==> config.mk <==
export PLATFORM = sky130hd
export DESIGN_NAME = histogram_valley_threshold
export DESIGN_NICKNAME = d
export VERILOG_FILES = /design/src/hdl/hvt_pkg.sv /design/src/hdl/hvt_alu.sv /design/src/hdl/hvt_hist.sv /design/src/hdl/hvt_seq.sv /design/src/hdl/histogram_valley_threshold.sv
export SDC_FILE = /design/constraint.sdc
export NUM_CORES = 1
export LEC_CHECK = 0
export ABC_AREA = 1
export BUFFER_PORTS_ARGS = -buffer_cell sky130_fd_sc_hd__clkbuf_2
export CAP_MARGIN = 20
export CORE_MARGIN = 2
export CORE_UTILIZATION = 25
export DETAILED_ROUTE_END_ITERATION = 8
export MAX_ROUTING_LAYER = met4
export PLACE_DENSITY = 0.46
export SKIP_CTS_REPAIR_TIMING = 1
export SLEW_MARGIN = 30
export SYNTH_ARGS = -nofsm -noshare
export SYNTH_HDL_FRONTEND = slang
export SYNTH_SLANG_ARGS = --single-unit
==> constraint.sdc <==
create_clock -name clk -period 7.4 [get_ports clk]
set_input_delay 0.74 -clock clk [delete_from_list [all_inputs] [get_ports clk]]
set_output_delay 0.74 -clock clk [all_outputs]
set_load 0.01 [all_outputs]
==> src/hdl/hvt_pkg.sv <==
// Shared types and constants for the histogram valley threshold block.
package hvt_pkg;

  localparam int PIX_W       = 8;
  localparam int GREY_LEVELS = 256;
  localparam int COUNT_W     = 21;
  localparam int TOL_W       = 21;
  localparam int THR_W       = 9;
  localparam int D1_W        = COUNT_W + 1;
  localparam int ALU_W       = COUNT_W + 2;

  localparam logic [COUNT_W-1:0] COUNT_MAX = {COUNT_W{1'b1}};
  localparam logic [TOL_W-1:0]   TOL_RESET = TOL_W'(20);

  typedef logic signed [ALU_W-1:0] alu_word_t;

  typedef enum logic {
    ALU_ADD = 1'b0,
    ALU_SUB = 1'b1
  } alu_op_t;

  typedef struct packed {
    logic neg;
    logic zero;
  } alu_flags_t;

  typedef struct packed {
    logic rd_en;
    logic clr_en;
  } hist_ctl_t;

  typedef struct packed {
    logic [PIX_W-1:0] pixel;
    logic             last_pixel;
  } pix_word_t;

  typedef struct packed {
    logic [THR_W-1:0] threshold;
    logic             valley_found;
  } res_word_t;

endpackage

==> src/hdl/hvt_alu.sv <==
// Shared add/subtract unit with sign and zero flags.
module hvt_alu (
  input  hvt_pkg::alu_word_t  a,
  input  hvt_pkg::alu_word_t  b,
  input  hvt_pkg::alu_op_t    op,
  output hvt_pkg::alu_word_t  res,
  output hvt_pkg::alu_flags_t flags
);

  always_comb begin
    case (op)
      hvt_pkg::ALU_SUB: res = a - b;
      hvt_pkg::ALU_ADD: res = a + b;
      default:          res = a - b;
    endcase
  end

  assign flags.neg  = res[hvt_pkg::ALU_W-1];
  assign flags.zero = (res == '0);

endmodule

==> src/hdl/hvt_hist.sv <==
// Histogram bin memory with pixel increment pipeline and scan read/clear port.
module hvt_hist #(
  parameter int BIN_COUNT = 32
) (
  input  logic                              clk,
  input  logic                              rst,
  input  logic                              pix_acc,
  input  logic [hvt_pkg::PIX_W-1:0]         pixel,
  input  hvt_pkg::hist_ctl_t                ctl,
  input  logic [$clog2(BIN_COUNT)-1:0]      addr,
  output logic [hvt_pkg::COUNT_W-1:0]       rd_data
);

  localparam int AW = $clog2(BIN_COUNT);
  localparam int PW = hvt_pkg::PIX_W + AW + 1;

  logic [hvt_pkg::COUNT_W-1:0] mem [BIN_COUNT];
  logic [hvt_pkg::COUNT_W-1:0] cnt_q;
  logic                        s1_valid;
  logic [AW-1:0]               s1_bin;
  logic                        fwd_valid;
  logic [AW-1:0]               fwd_addr;
  logic [hvt_pkg::COUNT_W-1:0] fwd_data;

  logic [PW-1:0]               bin_prod;
  logic [AW-1:0]               pix_bin;
  logic [AW-1:0]               rd_addr;
  logic                        rd_en;
  logic [hvt_pkg::COUNT_W-1:0] cur;
  logic [hvt_pkg::COUNT_W-1:0] inc;
  logic                        we;
  logic [AW-1:0]               wr_addr;
  logic [hvt_pkg::COUNT_W-1:0] wr_data;

  // bin = (pixel * BIN_COUNT) >> 8
  assign bin_prod = PW'(pixel) * PW'(BIN_COUNT);
  assign pix_bin  = bin_prod[hvt_pkg::PIX_W +: AW];

  assign rd_en   = pix_acc | ctl.rd_en;
  assign rd_addr = pix_acc ? pix_bin : addr;

  // take the count just written when the same bin is hit twice in a row
  assign cur = (fwd_valid && fwd_addr == s1_bin) ? fwd_data : cnt_q;
  assign inc = (cur == hvt_pkg::COUNT_MAX) ? cur : cur + 1'b1;

  assign we      = s1_valid | ctl.clr_en;
  assign wr_addr = s1_valid ? s1_bin : addr;
  assign wr_data = s1_valid ? inc : '0;

  always_ff @(posedge clk) begin
    if (rd_en) begin
      cnt_q <= mem[rd_addr];
    end
    if (we) begin
      mem[wr_addr] <= wr_data;
    end
  end

  always_ff @(posedge clk) begin
    if (rst) begin
      s1_valid  <= 1'b0;
      fwd_valid <= 1'b0;
    end else begin
      s1_valid  <= pix_acc;
      fwd_valid <= s1_valid;
    end
    s1_bin   <= pix_bin;
    fwd_addr <= s1_bin;
    fwd_data <= inc;
  end

  assign rd_data = cnt_q;

endmodule

==> src/hdl/hvt_seq.sv <==
// Scan sequencer: clear pass, flat spot search, peak tracking and valley pick.
module hvt_seq #(
  parameter int BIN_COUNT = 32
) (
  input  logic                          clk,
  input  logic                          rst,
  input  logic                          start,
  input  logic [hvt_pkg::TOL_W-1:0]     tol,
  output hvt_pkg::hist_ctl_t            hist_ctl,
  output logic [$clog2(BIN_COUNT)-1:0]  hist_addr,
  input  logic [hvt_pkg::COUNT_W-1:0]   hist_data,
  output hvt_pkg::alu_word_t            alu_a,
  output hvt_pkg::alu_word_t            alu_b,
  output hvt_pkg::alu_op_t              alu_op,
  input  hvt_pkg::alu_word_t            alu_res,
  input  hvt_pkg::alu_flags_t           alu_flags,
  input  logic                          res_free,
  output logic                          res_load,
  output logic                          res_found,
  output logic [$clog2(BIN_COUNT)-1:0]  res_bin,
  output logic                          busy
);

  localparam int AW = $clog2(BIN_COUNT);
  localparam int IW = $clog2(BIN_COUNT + 1);
  localparam int VW = BIN_COUNT - 2;
  localparam int CW = hvt_pkg::COUNT_W;
  localparam int DW = hvt_pkg::D1_W;

  typedef enum logic [11:0] {
    S_CLR   = 12'b0000_0000_0001,
    S_IDLE  = 12'b0000_0000_0010,
    S_FLUSH = 12'b0000_0000_0100,
    S_RD    = 12'b0000_0000_1000,
    S_D1    = 12'b0000_0001_0000,
    S_TOL   = 12'b0000_0010_0000,
    S_D2    = 12'b0000_0100_0000,
    S_PK1   = 12'b0000_1000_0000,
    S_PK2   = 12'b0001_0000_0000,
    S_ORDER = 12'b0010_0000_0000,
    S_VAL   = 12'b0100_0000_0000,
    S_OUT   = 12'b1000_0000_0000
  } state_t;

  state_t                 state, state_next;
  logic [IW-1:0]          k;
  logic [CW-1:0]          hw0, hw1, hw2;
  logic signed [DW-1:0]   d1w0, d1w1, d1w2;
  logic                   armed;
  logic                   have_best, have_second;
  logic [CW-1:0]          best_val, second_val;
  logic [AW-1:0]          best_bin, second_bin;
  logic [AW-1:0]          lo, hi;
  logic [VW-1:0]          vflag;
  logic [AW-1:0]          j;
  logic [AW-1:0]          dip_bin;
  logic                   found;

  logic [CW-1:0]          hin;
  logic signed [DW-1:0]   d1_new;
  logic                   eval_now;
  logic                   scan_done;
  state_t                 adv_state;
  logic [AW-1:0]          cur_bin;
  logic                   armed_now;
  logic                   alu_pos;
  logic                   both_peaks;

  assign hin       = (k == IW'(BIN_COUNT)) ? '0 : hist_data;
  assign d1_new    = (k >= IW'(2) && k <= IW'(BIN_COUNT - 1)) ? alu_res[DW-1:0] : '0;
  assign eval_now  = (k >= IW'(3));
  assign scan_done = (k == IW'(BIN_COUNT));
  assign adv_state = scan_done ? S_ORDER : S_RD;
  assign cur_bin   = AW'(k - IW'(2));
  assign armed_now = armed | (d1w1 != '0);
  assign alu_pos   = !alu_flags.neg && !alu_flags.zero;
  assign both_peaks = have_best && have_second;

  // memory port
  always_comb begin
    hist_ctl.rd_en  = 1'b0;
    hist_ctl.clr_en = 1'b0;
    hist_addr       = k[AW-1:0];
    case (state)
      S_CLR: begin
        hist_ctl.clr_en = 1'b1;
      end
      S_RD: begin
        hist_ctl.rd_en  = !scan_done;
        hist_ctl.clr_en = !scan_done;
      end
      default: begin
        hist_ctl.rd_en  = 1'b0;
      end
    endcase
  end

  // operand select for the shared unit
  always_comb begin
    alu_a  = '0;
    alu_b  = '0;
    alu_op = hvt_pkg::ALU_SUB;
    case (state)
      S_D1: begin
        alu_a = hvt_pkg::ALU_W'(hin);
        alu_b = hvt_pkg::ALU_W'(hw1);
      end
      S_TOL: begin
        // tol - |d1| without a separate negate
        alu_a  = hvt_pkg::ALU_W'(tol);
        alu_b  = hvt_pkg::ALU_W'(d1w1);
        alu_op = d1w1[DW-1] ? hvt_pkg::ALU_ADD : hvt_pkg::ALU_SUB;
      end
      S_D2: begin
        alu_a = hvt_pkg::ALU_W'(d1w2);
        alu_b = hvt_pkg::ALU_W'(d1w0);
      end
      S_PK1: begin
        alu_a = hvt_pkg::ALU_W'(best_val);
        alu_b = hvt_pkg::ALU_W'(hw0);
      end
      S_PK2: begin
        alu_a = hvt_pkg::ALU_W'(second_val);
        alu_b = hvt_pkg::ALU_W'(hw0);
      end
      S_ORDER: begin
        alu_a = hvt_pkg::ALU_W'(best_bin);
        alu_b = hvt_pkg::ALU_W'(second_bin);
      end
      default: begin
        alu_op = hvt_pkg::ALU_SUB;
      end
    endcase
  end

  always_comb begin
    state_next = state;
    case (state)
      S_CLR:   state_next = (k == IW'(BIN_COUNT - 1)) ? S_IDLE : S_CLR;
      S_IDLE:  state_next = start ? S_FLUSH : S_IDLE;
      S_FLUSH: state_next = S_RD;
      S_RD:    state_next = S_D1;
      S_D1:    state_next = eval_now ? S_TOL : adv_state;
      S_TOL:   state_next = (armed_now && alu_pos) ? S_D2 : adv_state;
      S_D2: begin
        if (alu_flags.neg) begin
          state_next = S_PK1;
        end else begin
          state_next = adv_state;
        end
      end
      S_PK1: begin
        if (!have_best || alu_flags.neg) begin
          state_next = adv_state;
        end else begin
          state_next = S_PK2;
        end
      end
      S_PK2:   state_next = adv_state;
      S_ORDER: state_next = both_peaks ? S_VAL : S_OUT;
      S_VAL:   state_next = (j == AW'(BIN_COUNT - 2)) ? S_OUT : S_VAL;
      S_OUT:   state_next = res_free ? S_IDLE : S_OUT;
      default: state_next = S_IDLE;
    endcase
  end

  always_ff @(posedge clk) begin
    if (rst) begin
      state <= S_CLR;
      k     <= '0;
    end else begin
      state <= state_next;
      case (state)
        S_CLR: begin
          k <= (k == IW'(BIN_COUNT - 1)) ? '0 : k + 1'b1;
        end
        S_IDLE: begin
          if (start) begin
            k <= '0;
          end
        end
        S_D1: begin
          if (!eval_now && !scan_done) begin
            k <= k + 1'b1;
          end
        end
        S_TOL, S_D2, S_PK1, S_PK2: begin
          if (state_next == S_RD) begin
            k <= k + 1'b1;
          end
        end
        default: begin
          k <= k;
        end
      endcase
    end
  end

  // scan datapath
  always_ff @(posedge clk) begin
    case (state)
      S_IDLE: begin
        if (start) begin
          armed       <= 1'b0;
          have_best   <= 1'b0;
          have_second <= 1'b0;
          found       <= 1'b0;
          hw0  <= '0;
          hw1  <= '0;
          hw2  <= '0;
          d1w0 <= '0;
          d1w1 <= '0;
          d1w2 <= '0;
        end
      end
      S_D1: begin
        // slide the count and first-difference windows by one bin
        hw0  <= hw1;
        hw1  <= hw2;
        hw2  <= hin;
        d1w0 <= d1w1;
        d1w1 <= d1w2;
        d1w2 <= d1_new;
        if (eval_now) begin
          vflag <= {vflag[VW-2:0], 1'b0};
        end
      end
      S_TOL: begin
        armed <= armed_now;
      end
      S_D2: begin
        if (alu_pos) begin
          vflag[0] <= 1'b1;
        end
      end
      S_PK1: begin
        if (!have_best || alu_flags.neg) begin
          if (have_best) begin
            have_second <= 1'b1;
            second_val  <= best_val;
            second_bin  <= best_bin;
          end
          have_best <= 1'b1;
          best_val  <= hw0;
          best_bin  <= cur_bin;
        end
      end
      S_PK2: begin
        if (!have_second || alu_flags.neg) begin
          have_second <= 1'b1;
          second_val  <= hw0;
          second_bin  <= cur_bin;
        end
      end
      S_ORDER: begin
        j <= AW'(1);
        if (alu_flags.neg) begin
          lo <= best_bin;
          hi <= second_bin;
        end else begin
          lo <= second_bin;
          hi <= best_bin;
        end
      end
      S_VAL: begin
        // oldest bin sits at the top of the flag shifter
        if (vflag[VW-1] && j > lo && j < hi) begin
          dip_bin <= j;
          found   <= 1'b1;
        end
        vflag <= {vflag[VW-2:0], 1'b0};
        j     <= j + 1'b1;
      end
      default: begin
        found <= found;
      end
    endcase
  end

  assign res_load  = (state == S_OUT) && res_free;
  assign res_found = found;
  assign res_bin   = dip_bin;
  assign busy      = (state != S_IDLE);

endmodule

==> src/hdl/histogram_valley_threshold.sv <==
// Top level of the histogram valley threshold block.
//
// Pixels come in on the pix channel (pix_valid / pix_stall / pix_data), one
// word per cycle while the block is idle. Each pixel bumps one of BIN_COUNT
// saturating 21-bit bin counts held in a single-port-write memory; a
// back-to-back hit on the same bin is forwarded around the memory.
// A word with last_pixel set closes the image: pix_stall rises and the
// sequencer scans the bins, loading each one and, as needed, passing it
// through the shared add/subtract unit for the first difference, the flat
// test, the curvature and the peak compares; it then walks the bins to
// pick the valley. The scan clears each bin as it reads it, so the next
// image starts from zero. The result word (threshold, valley_found) sits
// in an output register on the res channel; while res_stall holds it, the
// word stays put and the block still accepts the next image's pixels, but
// waits before loading a new result. flat_tolerance is written through
// cfg_wr_en / cfg_wr_data; the user must write it only while idle, as the
// block itself does not enforce this. Reset (rst, synchronous) sets the
// tolerance to 20 and runs a clearing pass over every bin of the memory
// with pix_stall held high.
module histogram_valley_threshold #(
  parameter int BIN_COUNT = 32
) (
  input  logic                           clk,
  input  logic                           rst,
  input  logic                           pix_valid,
  output logic                           pix_stall,
  input  hvt_pkg::pix_word_t             pix_data,
  output logic                           res_valid,
  input  logic                           res_stall,
  output hvt_pkg::res_word_t             res_data,
  input  logic                           cfg_wr_en,
  input  logic [hvt_pkg::TOL_W-1:0]      cfg_wr_data
);

  localparam int AW = $clog2(BIN_COUNT);
  localparam int BW = hvt_pkg::GREY_LEVELS / BIN_COUNT;
  localparam int TW = hvt_pkg::THR_W + AW;

  logic [hvt_pkg::TOL_W-1:0]   flat_tolerance;
  logic                        busy;
  logic                        pix_acc;
  logic                        start;
  hvt_pkg::hist_ctl_t          hist_ctl;
  logic [AW-1:0]               hist_addr;
  logic [hvt_pkg::COUNT_W-1:0] hist_data;
  hvt_pkg::alu_word_t          alu_a, alu_b, alu_res;
  hvt_pkg::alu_op_t            alu_op;
  hvt_pkg::alu_flags_t         alu_flags;
  logic                        res_free;
  logic                        res_load;
  logic                        res_found;
  logic [AW-1:0]               res_bin;
  logic [TW-1:0]               thr_prod;

  // accept pixels only while idle
  assign pix_stall = busy;
  assign pix_acc   = pix_valid && !pix_stall;
  assign start     = pix_acc && pix_data.last_pixel;

  always_ff @(posedge clk) begin
    if (rst) begin
      flat_tolerance <= hvt_pkg::TOL_RESET;
    end else if (cfg_wr_en) begin
      flat_tolerance <= cfg_wr_data;
    end
  end

  hvt_hist #(.BIN_COUNT(BIN_COUNT)) u_hist (
    .clk     (clk),
    .rst     (rst),
    .pix_acc (pix_acc),
    .pixel   (pix_data.pixel),
    .ctl     (hist_ctl),
    .addr    (hist_addr),
    .rd_data (hist_data)
  );

  hvt_alu u_alu (
    .a     (alu_a),
    .b     (alu_b),
    .op    (alu_op),
    .res   (alu_res),
    .flags (alu_flags)
  );

  hvt_seq #(.BIN_COUNT(BIN_COUNT)) u_seq (
    .clk       (clk),
    .rst       (rst),
    .start     (start),
    .tol       (flat_tolerance),
    .hist_ctl  (hist_ctl),
    .hist_addr (hist_addr),
    .hist_data (hist_data),
    .alu_a     (alu_a),
    .alu_b     (alu_b),
    .alu_op    (alu_op),
    .alu_res   (alu_res),
    .alu_flags (alu_flags),
    .res_free  (res_free),
    .res_load  (res_load),
    .res_found (res_found),
    .res_bin   (res_bin),
    .busy      (busy)
  );

  // threshold = (valley bin + 1) * bin width; constant multiply
  assign thr_prod = (TW'(res_bin) + 1'b1) * TW'(BW);

  // output register: load when empty or being drained this cycle
  assign res_free = !res_valid || !res_stall;

  always_ff @(posedge clk) begin
    if (rst) begin
      res_valid <= 1'b0;
    end else if (res_load) begin
      res_valid <= 1'b1;
    end else if (!res_stall) begin
      res_valid <= 1'b0;
    end
    if (res_load) begin
      res_data.valley_found <= res_found;
      res_data.threshold    <= res_found ? thr_prod[hvt_pkg::THR_W-1:0] : '0;
    end
  end

endmodule

== Word level (Yosys, flattened, before mapping) ==
Memories as Yosys holds them, arrays and structs flattened. A register that Yosys moved wholly into a read port is not among the register bits.
Cells that the tools add are included.

* Word-level logic and storage cells: 193
* Bits in writable memories: 672
* Bits in registers: 318
* Memories: 1
* Input bits: 35

* Add/sub/neg operators: 7
* Bitwise logic cells: 4
* Reduce and logical (&&, ||, !) cells: 48
* Magnitude comparators: 5
* Equality and inequality tests: 29
* Muxes and demuxes: 67

{| class="wikitable"
|+ Memories
! memory !! depth !! width !! read ports !! clocked after Yosys merged registers in !! wr ports !! line !! text
|-
| u_hist.mem || 32 || 21 || 1 || 1 || 1 || hvt_hist.sv:17 || <nowiki>logic [hvt_pkg::COUNT_W-1:0] mem [BIN_COUNT];</nowiki>
|}

{| class="wikitable"
|+ Operators by type and width
! operator !! number
|-
| $mux 21 || 8
|-
| $pmux 21 s2 || 4
|-
| $pmux 12 s12 || 1
|-
| $pmux 23 s6 || 1
|-
| $pmux 22 s2 || 3
|-
| $pmux 23 s5 || 1
|-
| $mux 12 || 7
|-
| $pmux 29 s2 || 1
|-
| $pmux 23 s2 || 1
|-
| $mux 22 || 2
|-
| $mux 5 || 7
|-
| $mux 30 || 1
|-
| $eq 12x4->1 const B || 2
|-
| $mux 6 || 4
|-
| $pmux 6 s4 || 1
|-
| $add 23x23->23 || 1
|-
| $logic_not 23->1 || 1
|-
| $sub 23x23->23 || 1
|-
| $reduce_bool 22->1 || 1
|-
| $add 21x1->21 const B || 1
|-
| $eq 21x21->1 const B || 1
|-
| $ne 2x1->1 const B || 10
|-
| $pmux 5 s2 || 2
|-
| $mux 1 || 14
|-
| 43 further kinds || 84
|}

== Logic depth before layout (Yosys ltp) ==
Gate-level depths: netlist (run 1).

* Depth after elaboration: 14
* Gate-level depth with buffers: 42

== Modules after synthesis ==
Synthesis (run 1) repeated with hierarchy kept, for this count alone.

* Cell total of the unflattened synthesis: 3,966
* Area total of the unflattened synthesis: 43,973.4 µm²

{| class="wikitable"
|+ Modules (own cells, without submodules)
! module !! instances !! cells an instance !! area each (µm²)
|-
| hvt_hist || 1 || 2,321 || 29,280.6
|-
| hvt_seq || 1 || 1,072 || 11,305.8
|-
| hvt_alu || 1 || 441 || 2,260.9
|-
| histogram_valley_threshold || 1 || 132 || 1,126.1
|}

== Worst setup path after synthesis (run 1) ==
No wires, ideal clock.

* Path type: flip-flop to flip-flop
* From: register u_seq.state[0]
* To: register u_seq.second_bin[0], enable pin
* Clock period less this slack: 5.302 ns
* Cell stages (with the launch flop): 33
* Path slack: 2.098 ns
* Required time: 6.991 ns
* Data arrival time: 4.893 ns
* Cell sequence: dfxtp_1 nor2_1 nand2_2 nor2_1 nand2_1 buf_2 inv_2 nand2_1 o21ai_0 nor3_2 ha_1 inv_1 nor2_1 inv_1 nor2_1 nand3_1 o21ai_2 nand2_1 xnor2_1 ha_1 nand2_1 nor2_1 nand2_1 nor2_1 nand2_1 nand3_1 nand2_1 inv_1 nor2_4 buf_1 nand2_1 o21ai_0 nor2_1

* Cells in the longest elaborated chain, start to end: 8
* Elaborated cells between the ends (all ways): 21

{| class="wikitable"
|+ RTL lines
! element !! line !! text
|-
| from (decl) || hvt_seq.sv:45 || <nowiki>state_t state, state_next;</nowiki>
|-
| from (signal assigned) || hvt_seq.sv:172 || <nowiki>state <= state_next;</nowiki>
|-
| $eq 12x8->1 / $eq 12x9->1 (equally long branches) || hvt_seq.sv:103, hvt_seq.sv:201 ||
|-
| $reduce_or 2->1 (no line) || n/a ||
|-
| $pmux 23 s5 || hvt_seq.sv:103 || <nowiki>case (state)</nowiki>
|-
| $add 23x23->23 / $sub 23x23->23 (equally long branches) || n/a ||
|-
| $pmux 23 s2 || hvt_alu.sv:11 || <nowiki>case (op)</nowiki>
|-
| $logic_or 1x1->1, on equally long branches || hvt_seq.sv:249, hvt_seq.sv:237 ||
|-
| $ne 2x1->1 (no line) || n/a ||
|-
| $reduce_and 4->1 (no line) * || n/a ||
|-
| to (signal assigned) || hvt_seq.sv:241 || <nowiki>second_bin <= best_bin;</nowiki>
|-
| to (signal assigned) || hvt_seq.sv:252 || <nowiki>second_bin <= cur_bin;</nowiki>
|-
| to (decl) || hvt_seq.sv:52 || <nowiki>logic [AW-1:0] best_bin, second_bin;</nowiki>
|}

Every way passes the cells marked *; elsewhere a longest branch is shown, timed or not.
A chain may end at the register's enable or synchronous reset.

== Final worst setup path (run 1) ==
* From: register u_seq.state[0]
* To: register u_seq.second_val[12], enable pin

* Cells in the longest elaborated chain, start to end: 8
* Elaborated cells between the ends (all ways): 21

{| class="wikitable"
|+ RTL lines
! element !! line !! text
|-
| $eq 12x8->1 / $eq 12x9->1 (equally long branches) || hvt_seq.sv:103, hvt_seq.sv:201 ||
|-
| $reduce_or 2->1 (no line) || n/a ||
|-
| $pmux 23 s5 || hvt_seq.sv:103 ||
|-
| $add 23x23->23 / $sub 23x23->23 (equally long branches) || n/a ||
|-
| $pmux 23 s2 || hvt_alu.sv:11 ||
|-
| $logic_or 1x1->1, on equally long branches || hvt_seq.sv:249, hvt_seq.sv:237 ||
|-
| $ne 2x1->1 (no line) || n/a ||
|-
| $reduce_and 4->1 (no line) * || n/a ||
|-
| to (signal assigned) || hvt_seq.sv:240 || <nowiki>second_val <= best_val;</nowiki>
|-
| to (signal assigned) || hvt_seq.sv:251 || <nowiki>second_val <= hw0;</nowiki>
|-
| to (decl) || hvt_seq.sv:51 || <nowiki>logic [CW-1:0] best_val, second_val;</nowiki>
|}

Marked as above.

==> results of run 1 <==
==> worst paths after layout <==
kind	startpoint	endpoint
hold reg to reg	u_hist.s1_bin[3]	u_hist.fwd_addr[3]
setup / recovery	u_seq.state[0]	u_seq.second_val[12]
hold / removal	pix_data[8]	u_hist.s1_bin[4]
setup reg to reg	u_seq.state[0]	u_seq.second_val[12]
==> worst max-delay path: cells and delay by family, from the launching register on <==
kind / cells / cell delay [ps]
AND/OR/NAND/NOR: 21 / 3350
buffers and inverters: 6 / 1060
adder cells (fa/ha/maj): 2 / 660
AO/OA/AOI/OAI: 2 / 370
flip-flops: 1 / 360
XOR/XNOR: 1 / 140
==> sequential cells by signal (all words and copies together), names as in the netlist, 6 cells and up <==
signal / cells
flat_tolerance: 21
res_data: 7
u_hist.fwd_data: 21
u_hist.mem: 672
u_hist.rd_data: 21
u_seq.best_val: 21
u_seq.d1w0: 22
u_seq.d1w1: 22
u_seq.d1w2: 22
u_seq.hw0: 21
u_seq.hw1: 21
u_seq.hw2: 21
u_seq.k: 6
u_seq.second_val: 21
u_seq.state: 12
u_seq.vflag: 30
==> layout by cell type, fill, tap and decap left out, types with 14 or more instances in the layout <==
cell type  instances
inv_1            338
o21ai_1           26
o22ai_1           60
nand2_1          466
clkbuf_2          40
ha_1              41
a21oi_1           57
clkinv_1          27
clkbuf_16        108
o2111ai_1         14
a31oi_1           17
nor2_1           636
nor2_2            35
clkinv_2          15
nand4_1           25
xor2_1            37
dfxtp_1           73
clkbuf_1          23
o21ai_0          454
nand3_1          112
o221ai_1         127
buf_4             93
o211ai_1          22
edfxtp_1         935
nor3_1            42
==> cell families after synthesis <==
group / count (synthesis)
simple gates: 1366
flops: 1008
compound gates: 841
buf+inv: 558
xor+xnor: 49
fa+ha+maj: 42
other cells: 1
==> per-layer routing <==
metal,vias to the layer above,GRT usage
met4,0,0.04483
met1,14313,0.1962
met5,-,-
met3,212,0.02193
met2,720,0.2391
li1,13806,-
==> where the power goes <==
group | switching [W] | internal [W] | total (W) | leakage [nW]
sequential | 0.0000806 | 0.00649 | 0.00657 | 8.35
combinational | 0.00216 | 0.000706 | 0.00287 | 6.88
clock | 0.00226 | 0.00304 | 0.00530 | 1.67
==> stage by stage <==
stage	setup WS, ps	util	hold WS (ps)	total power (W)
after CTS	1040	0.2911	99.61	0.01490
after floorplan	2098	-	349.8	0.008355
after global placement	1154	0.2710	360.7	0.009576
after detailed placement	1142	0.2712	358.0	0.009581
final	1093	0.2916	159.1	0.01474
after global routing	669.8	0.2916	117.7	0.01537
==> layout make-up <==
cell class | instances | share of cell area
sequential | 1008 | 0.5886
multi-input combinational | 2301 | 0.2367
tap | 2310 | 0.05759
clock buffer | 136 | 0.05694
inverter | 357 | 0.02693
timing repair buffer | 142 | 0.02169
clock inverter | 58 | 0.01147
antenna | 2 | 0.00009973
==> impl_results.md, run 1 <==
- DP HPWL: roughly 80 mm
- Io pins: 47
- FF-to-FF path depth: 32
- M1 WL: just under 60 mm
- Die height: around 420 um
- Seq/Total Area, Yosys: 0.6800
- DR WL met3: roughly 6.3 mm
- Placed Instances: roughly 6100
- Measured slew at the worst slew-check pin: slightly below 1000 ps
- Layout cells sized above 1: 0.1004
- Xor/xnor share of the synthesized area: 0.009880
- Min-delay worst type: primary input to flop
- Total CTS buffers: around 110
- CP max FO: 18
- Number of library cell types mapped by synthesis: slightly below 60
- Synthesized area per cell: 11.24 um^2
- Post-route minimum period: 6307 ps
- Area Growth Syn to Fin: 15.53%
- Fin cells: between 6000 and 7000
- WL met2: 61.60 mm
- Area of the multi-input gates: about 0.012 mm^2
- Max Cap Viol: 0
- Port bufs: 40
- Most instantiated cells after synthesis: 935 x edfxtp_1, 671 x nor2_1, 469 x nand2_1
- Core area: 0.1721 mm^2
- FF+latch area: 0.02954 mm^2
- RSZ-0062 raised after global routing: no
- Required time worst endpoint: slightly below 8000 ps
- Skew final: slightly below 70 ps
- Cells after synthesis: 3865
- Drt drc: 0
- Die W: 420.8 um
- Iter 0 DRT Violations: roughly 2400
- CTS tree: built
- Synth Area in Compound Gates: 0.1175
- Clock root buffer: clkbuf_16
- Final Instance Area: around 0.050 mm^2
- Number of global-route vias before repair: ~28000
- CTS clock-pin slew for the worst setup and hold paths: around 60 ps
- Synth Area in Simple Gates: 0.1284
- Hold Path Cell Cnt: 1
- Post-synthesis mux area share: 0
- Synth Warn #: 0
- TritonCTS Sinks: 1008
- Max-slew violation count: 0
- Reg2Reg Setup Slack: roughly 1100 ps
- Total GRT Usage: 0.1495
- Die footprint: approximately 0.18 mm^2
- Setup TNS: 0 ps
- Combinational family with the most area after synthesis: simple AND/OR/NAND/NOR gates
- Top cells by area, synth: edfxtp_1 65%, nor2_1 5.8%, o21ai_0 5.2%
- EDFF count, synth: roughly 940
- Global route overflow: 0
- Worst path most repeated cell: nand2_1
- Worst Path Arrival: around 6700 ps
- Final hold vios: 0
- Initial antenna violation count: 3
- Effective utilization at floorplan: 0.2524
- Top FF cell, synth: edfxtp_1
- Final setup fails: 0
- Final #Nets: roughly 4000
- Pleak: between 15 and 20 nW
- Highest Signal Layer: met4
- Cell taking the most area after synthesis: edfxtp_1
- Routed Antenna Nets: 0
- Fin crit share: 0.8523
- Pwr dens: 293.7 mW/mm^2
- Rel. slew slack: 0.3398
- Number of synthesized register bits: about 1000
- First-pass GRT wire length: roughly 190 mm
- Status: finished clean
- Top-area cell type share of the netlist area: 0.6464
- Total Wirelength: ~130 mm
- CTS Buffer Depth: 3
- Count leader, synth: edfxtp_1
- Crit end category: flop
- Area of placed instances: between 0.04 and 0.05 mm^2
- Via count: between 20000 and 30000
- Post-synth design cell area: between 0.04 and 0.05 mm^2
- FP Rows: approximately 150
- WS Path Type: flop to flop
- Skew-Pair Late Insertion Delay: between 700 and 800 ps
- Pin count of the biggest net entering global routing: approximately 110
- Max Freq: approximately 160 MHz
- GPL Wtd Cong: slightly below 0.9
- Wire per inst: slightly above 20 um
- Crit path launch type: flop
- Post-synth ARST share: 0
- Avg Vias per Cell: 4.601
- Adder-Cell Fraction of Synth Area: 0.01227
- Filler instances: between 15000 and 20000
- Drt pass-1 iters: 8
- VDD IR-drop max: 0.1894 mV
- Htree depth: 3
- Critical-path top delay cell: nor2_2
- Worst path max stage delay: 710 ps
Power figures use the tool's default switching activity.
==> run 2: changes to the inputs <==
- clock period: 7.4 -> 7.6 ns (I/O delays scaled with it)
==> run 2 against run 1 <==
Against the previous run: non-clock buffer count decreased by 6; worst setup slack better by 320 ps; die area did not move; first-iteration DRC count is 3.0% lower; cell area rose by 0.10%; register-to-register slack better by 320 ps; critical path type unchanged; critical endpoint is now u_seq.k[4]; highest routed layer unchanged.
==> impl_results.md, run 2 (same netlist as run 1, synthesis figures left out) <==
- Status: finished clean
- Htree depth: 3 (unchanged)
- CP max FO: 16 (-2)
- Avg Vias per Cell: 4.646 (+0.97%)
- Worst slack, placed: 1372 ps (+229.3 ps)
- Critical-path top delay cell: ha_1
- Drt pass-1 iters: 7 (-1)
- Crit end category: flop
- Post-route minimum period: 6183 ps (-124.2 ps)
- Die footprint: 0.1771 mm^2 (unchanged)
- Iter 0 DRT Violations: 2331 (-3.0%)
- Area Growth Syn to Fin: 15.65%
- Largest registers: u_hist.mem x672, u_seq.vflag x30
- CTS clock-pin slew for the worst setup and hold paths: 60 ps (about the same)
- GPL Wtd Cong: 0.8604 (-1.0%)
- WS Path Type: flop to flop
- Fin crit share: 0.8135 (-0.03877)
- TritonCTS Sinks: 1008 (unchanged)
- Combinational Power Share: 0.192 (-0.002)
- Measured slew at the worst slew-check pin: 1058 ps (+69.65 ps)
- FF+latch area: 0.02954 mm^2 (unchanged)
- Filler instances: 17766 (+0.20%)
- Clock root buffer: clkbuf_16
- Global route overflow: 0 (unchanged)
- Seq pwr share: 0.441 (-0.005)
- Internal: 0.01006 W (-1.7%)
- Setup ws final: 1417 ps (+324.2 ps)
- Routed Antenna Nets: 0 (unchanged)
- Io pins: 47 (unchanged)
- Pwr dens: 288.7 mW/mm^2 (-1.7%)
- Min-delay worst type: primary input to flop
- Skew-Pair Late Insertion Delay: 750 ps (+20 ps)
- DP HPWL: 79.49 mm (-0.66%)
- RSZ-0062 raised after global routing: no
- Setup TNS: 0 ps (unchanged)
- Die W: 420.8 um (unchanged)
- Worst path max stage delay: 440 ps (-270 ps)
- CTS Buffer Depth: 3 (unchanged)
- Port bufs: 40 (unchanged)
- FP Rows: 152 (unchanged)
- Number of global-route vias before repair: 28016 (-0.37%)
- Commonest non-fill, non-tap cells in the layout: 935 x edfxtp_1, 636 x nor2_1, 466 x nand2_1
- Total CTS buffers: 108 (+0.93%)
- Drt drc: 0 (unchanged)
- Most common cell after layout, fill and taps aside: edfxtp_1
- Layout cells sized above 1: 0.1024 (+0.001948)
- Final hold vios: 0 (unchanged)
- NetSw: 0.004444 W (-1.3%)
- Total Wirelength: 131.5 mm (+0.82%)
- CTS tree: built
- Worst hold slack: 188.1 ps (+29.02 ps)
- Area of the multi-input gates: 0.01187 mm^2 (about the same)
- Via count: 29341 (+1.0%)
- Crit path launch type: flop
- Switching Share: 0.3064 (+0.0008110)
- Max-slew violation count: 0 (unchanged)
- Max reg flops: 672 (unchanged)
- Skew final: 75.32 ps (+6.813 ps)
- Required time worst endpoint: 8200 ps (+430 ps)
- Die height: 420.8 um (unchanged)
- Final setup fails: 0 (unchanged)
- Core area: 0.1721 mm^2 (unchanged)
- Max Cap Viol: 0 (unchanged)
- Initial antenna violation count: 2 (-1)
- Worst path most repeated cell: nand2_1
- Clock share of power: 0.366 (+0.006)
- VDD IR-drop max: 0.2121 mV (+12%)
- Total GRT Usage: 0.1506 (+0.001048)
- Top reg by flops: u_hist.mem
- Final Power: 0.01450 W (-1.6%)
- First-pass GRT wire length: 192.0 mm (+0.65%)
- Wire per inst: 20.82 um (+0.79%)
- Rel. slew slack: 0.2948 (-0.04497)
- Pin count of the biggest net entering global routing: 195 (+71%)
- Pleak: 16.95 nW (+0.30%)
- Max Freq: 161.7 MHz (+2.0%)
- Worst Path Arrival: 6780 ps (+100 ps)
- Final #Nets: 3989 (-0.13%)
- Effective utilization at floorplan: 0.2524 (unchanged)
==> run 2: cell count changes in the layout (fill, tap and decap cells not counted), moves of 5 or more <==
| cell | change |
|---|---|
| buf_4 | -7 |
| clkbuf_1 | +5 |
| clkbuf_8 | +8 |
| clkinv_1 | -12 |
| clkinv_2 | +8 |
==> run 2: cell type report <==
type                            count  area share
Multi-Input combinational cell   2301      0.2364
Antenna cell                        2  0.00009962
Timing Repair Buffer              136     0.02022
Clock inverter                     52     0.01073
Clock buffer                      150     0.06017
Sequential cell                  1008      0.5880
Inverter                          357     0.02690
Tap cell                         2310     0.05753
==> run 2: path summary, 6_finish.rpt <==
check / startpoint / to / slack, ps / cells after the start
worst max-delay path: u_seq.state[1] / u_seq.k[4] / 1420 / 37
worst min-delay path: pix_data[8] / u_hist.s1_bin[4] / 190 / 1
worst max register to register: u_seq.state[1] / u_seq.k[4] / 1420 / 37
worst min register to register: u_hist.s1_bin[3] / u_hist.fwd_addr[3] / 370 / 0
==> run 2: worst max-delay path: cells and delay by family, from the launching register on <==
kind                       cells  cell delay, ps
AOI/OAI and AO/OA              2             430
xor gates and xnor gates       1             140
adders and majority gates      2             650
buffers and inverters          3             510
DFF                            1             350
and+or+nand+nor               29            3940
==> run 2: routing by layer <==
layer / global-route usage / share of wire / vias up
met3: 0.02058 / 0.045 / 173
met1: 0.1997 / 0.45 / 14721
met4: 0.03681 / 0.022 / 0
met5: - / 0 / -
met2: 0.2433 / 0.48 / 650
li1: - / - / 13797
==> run 2: metrics by stage <==
step / area (um^2) / utilization / instances
after floorplan: 43450 / - / 3867
after global placement: 46580 / 0.2707 / 6108
after detailed placement: 46600 / 0.2707 / 6108
after CTS: 50160 / 0.2914 / 6310
after global routing: 50230 / 0.2919 / 6315
final: 50240 / 0.2919 / 6316
==> run 2: power groups by stage <==
stage / combinational, W / clock, W / sequential [W]
global route: 0.00303 / 0.00564 / 0.00642
global placement: 0.00281 / 0 / 0.00651
floorplan: 0.00164 / 0 / 0.00649
detailed placement: 0.00281 / 0 / 0.00652
CTS: 0.00282 / 0.00543 / 0.00640
finish: 0.00279 / 0.00531 / 0.00640
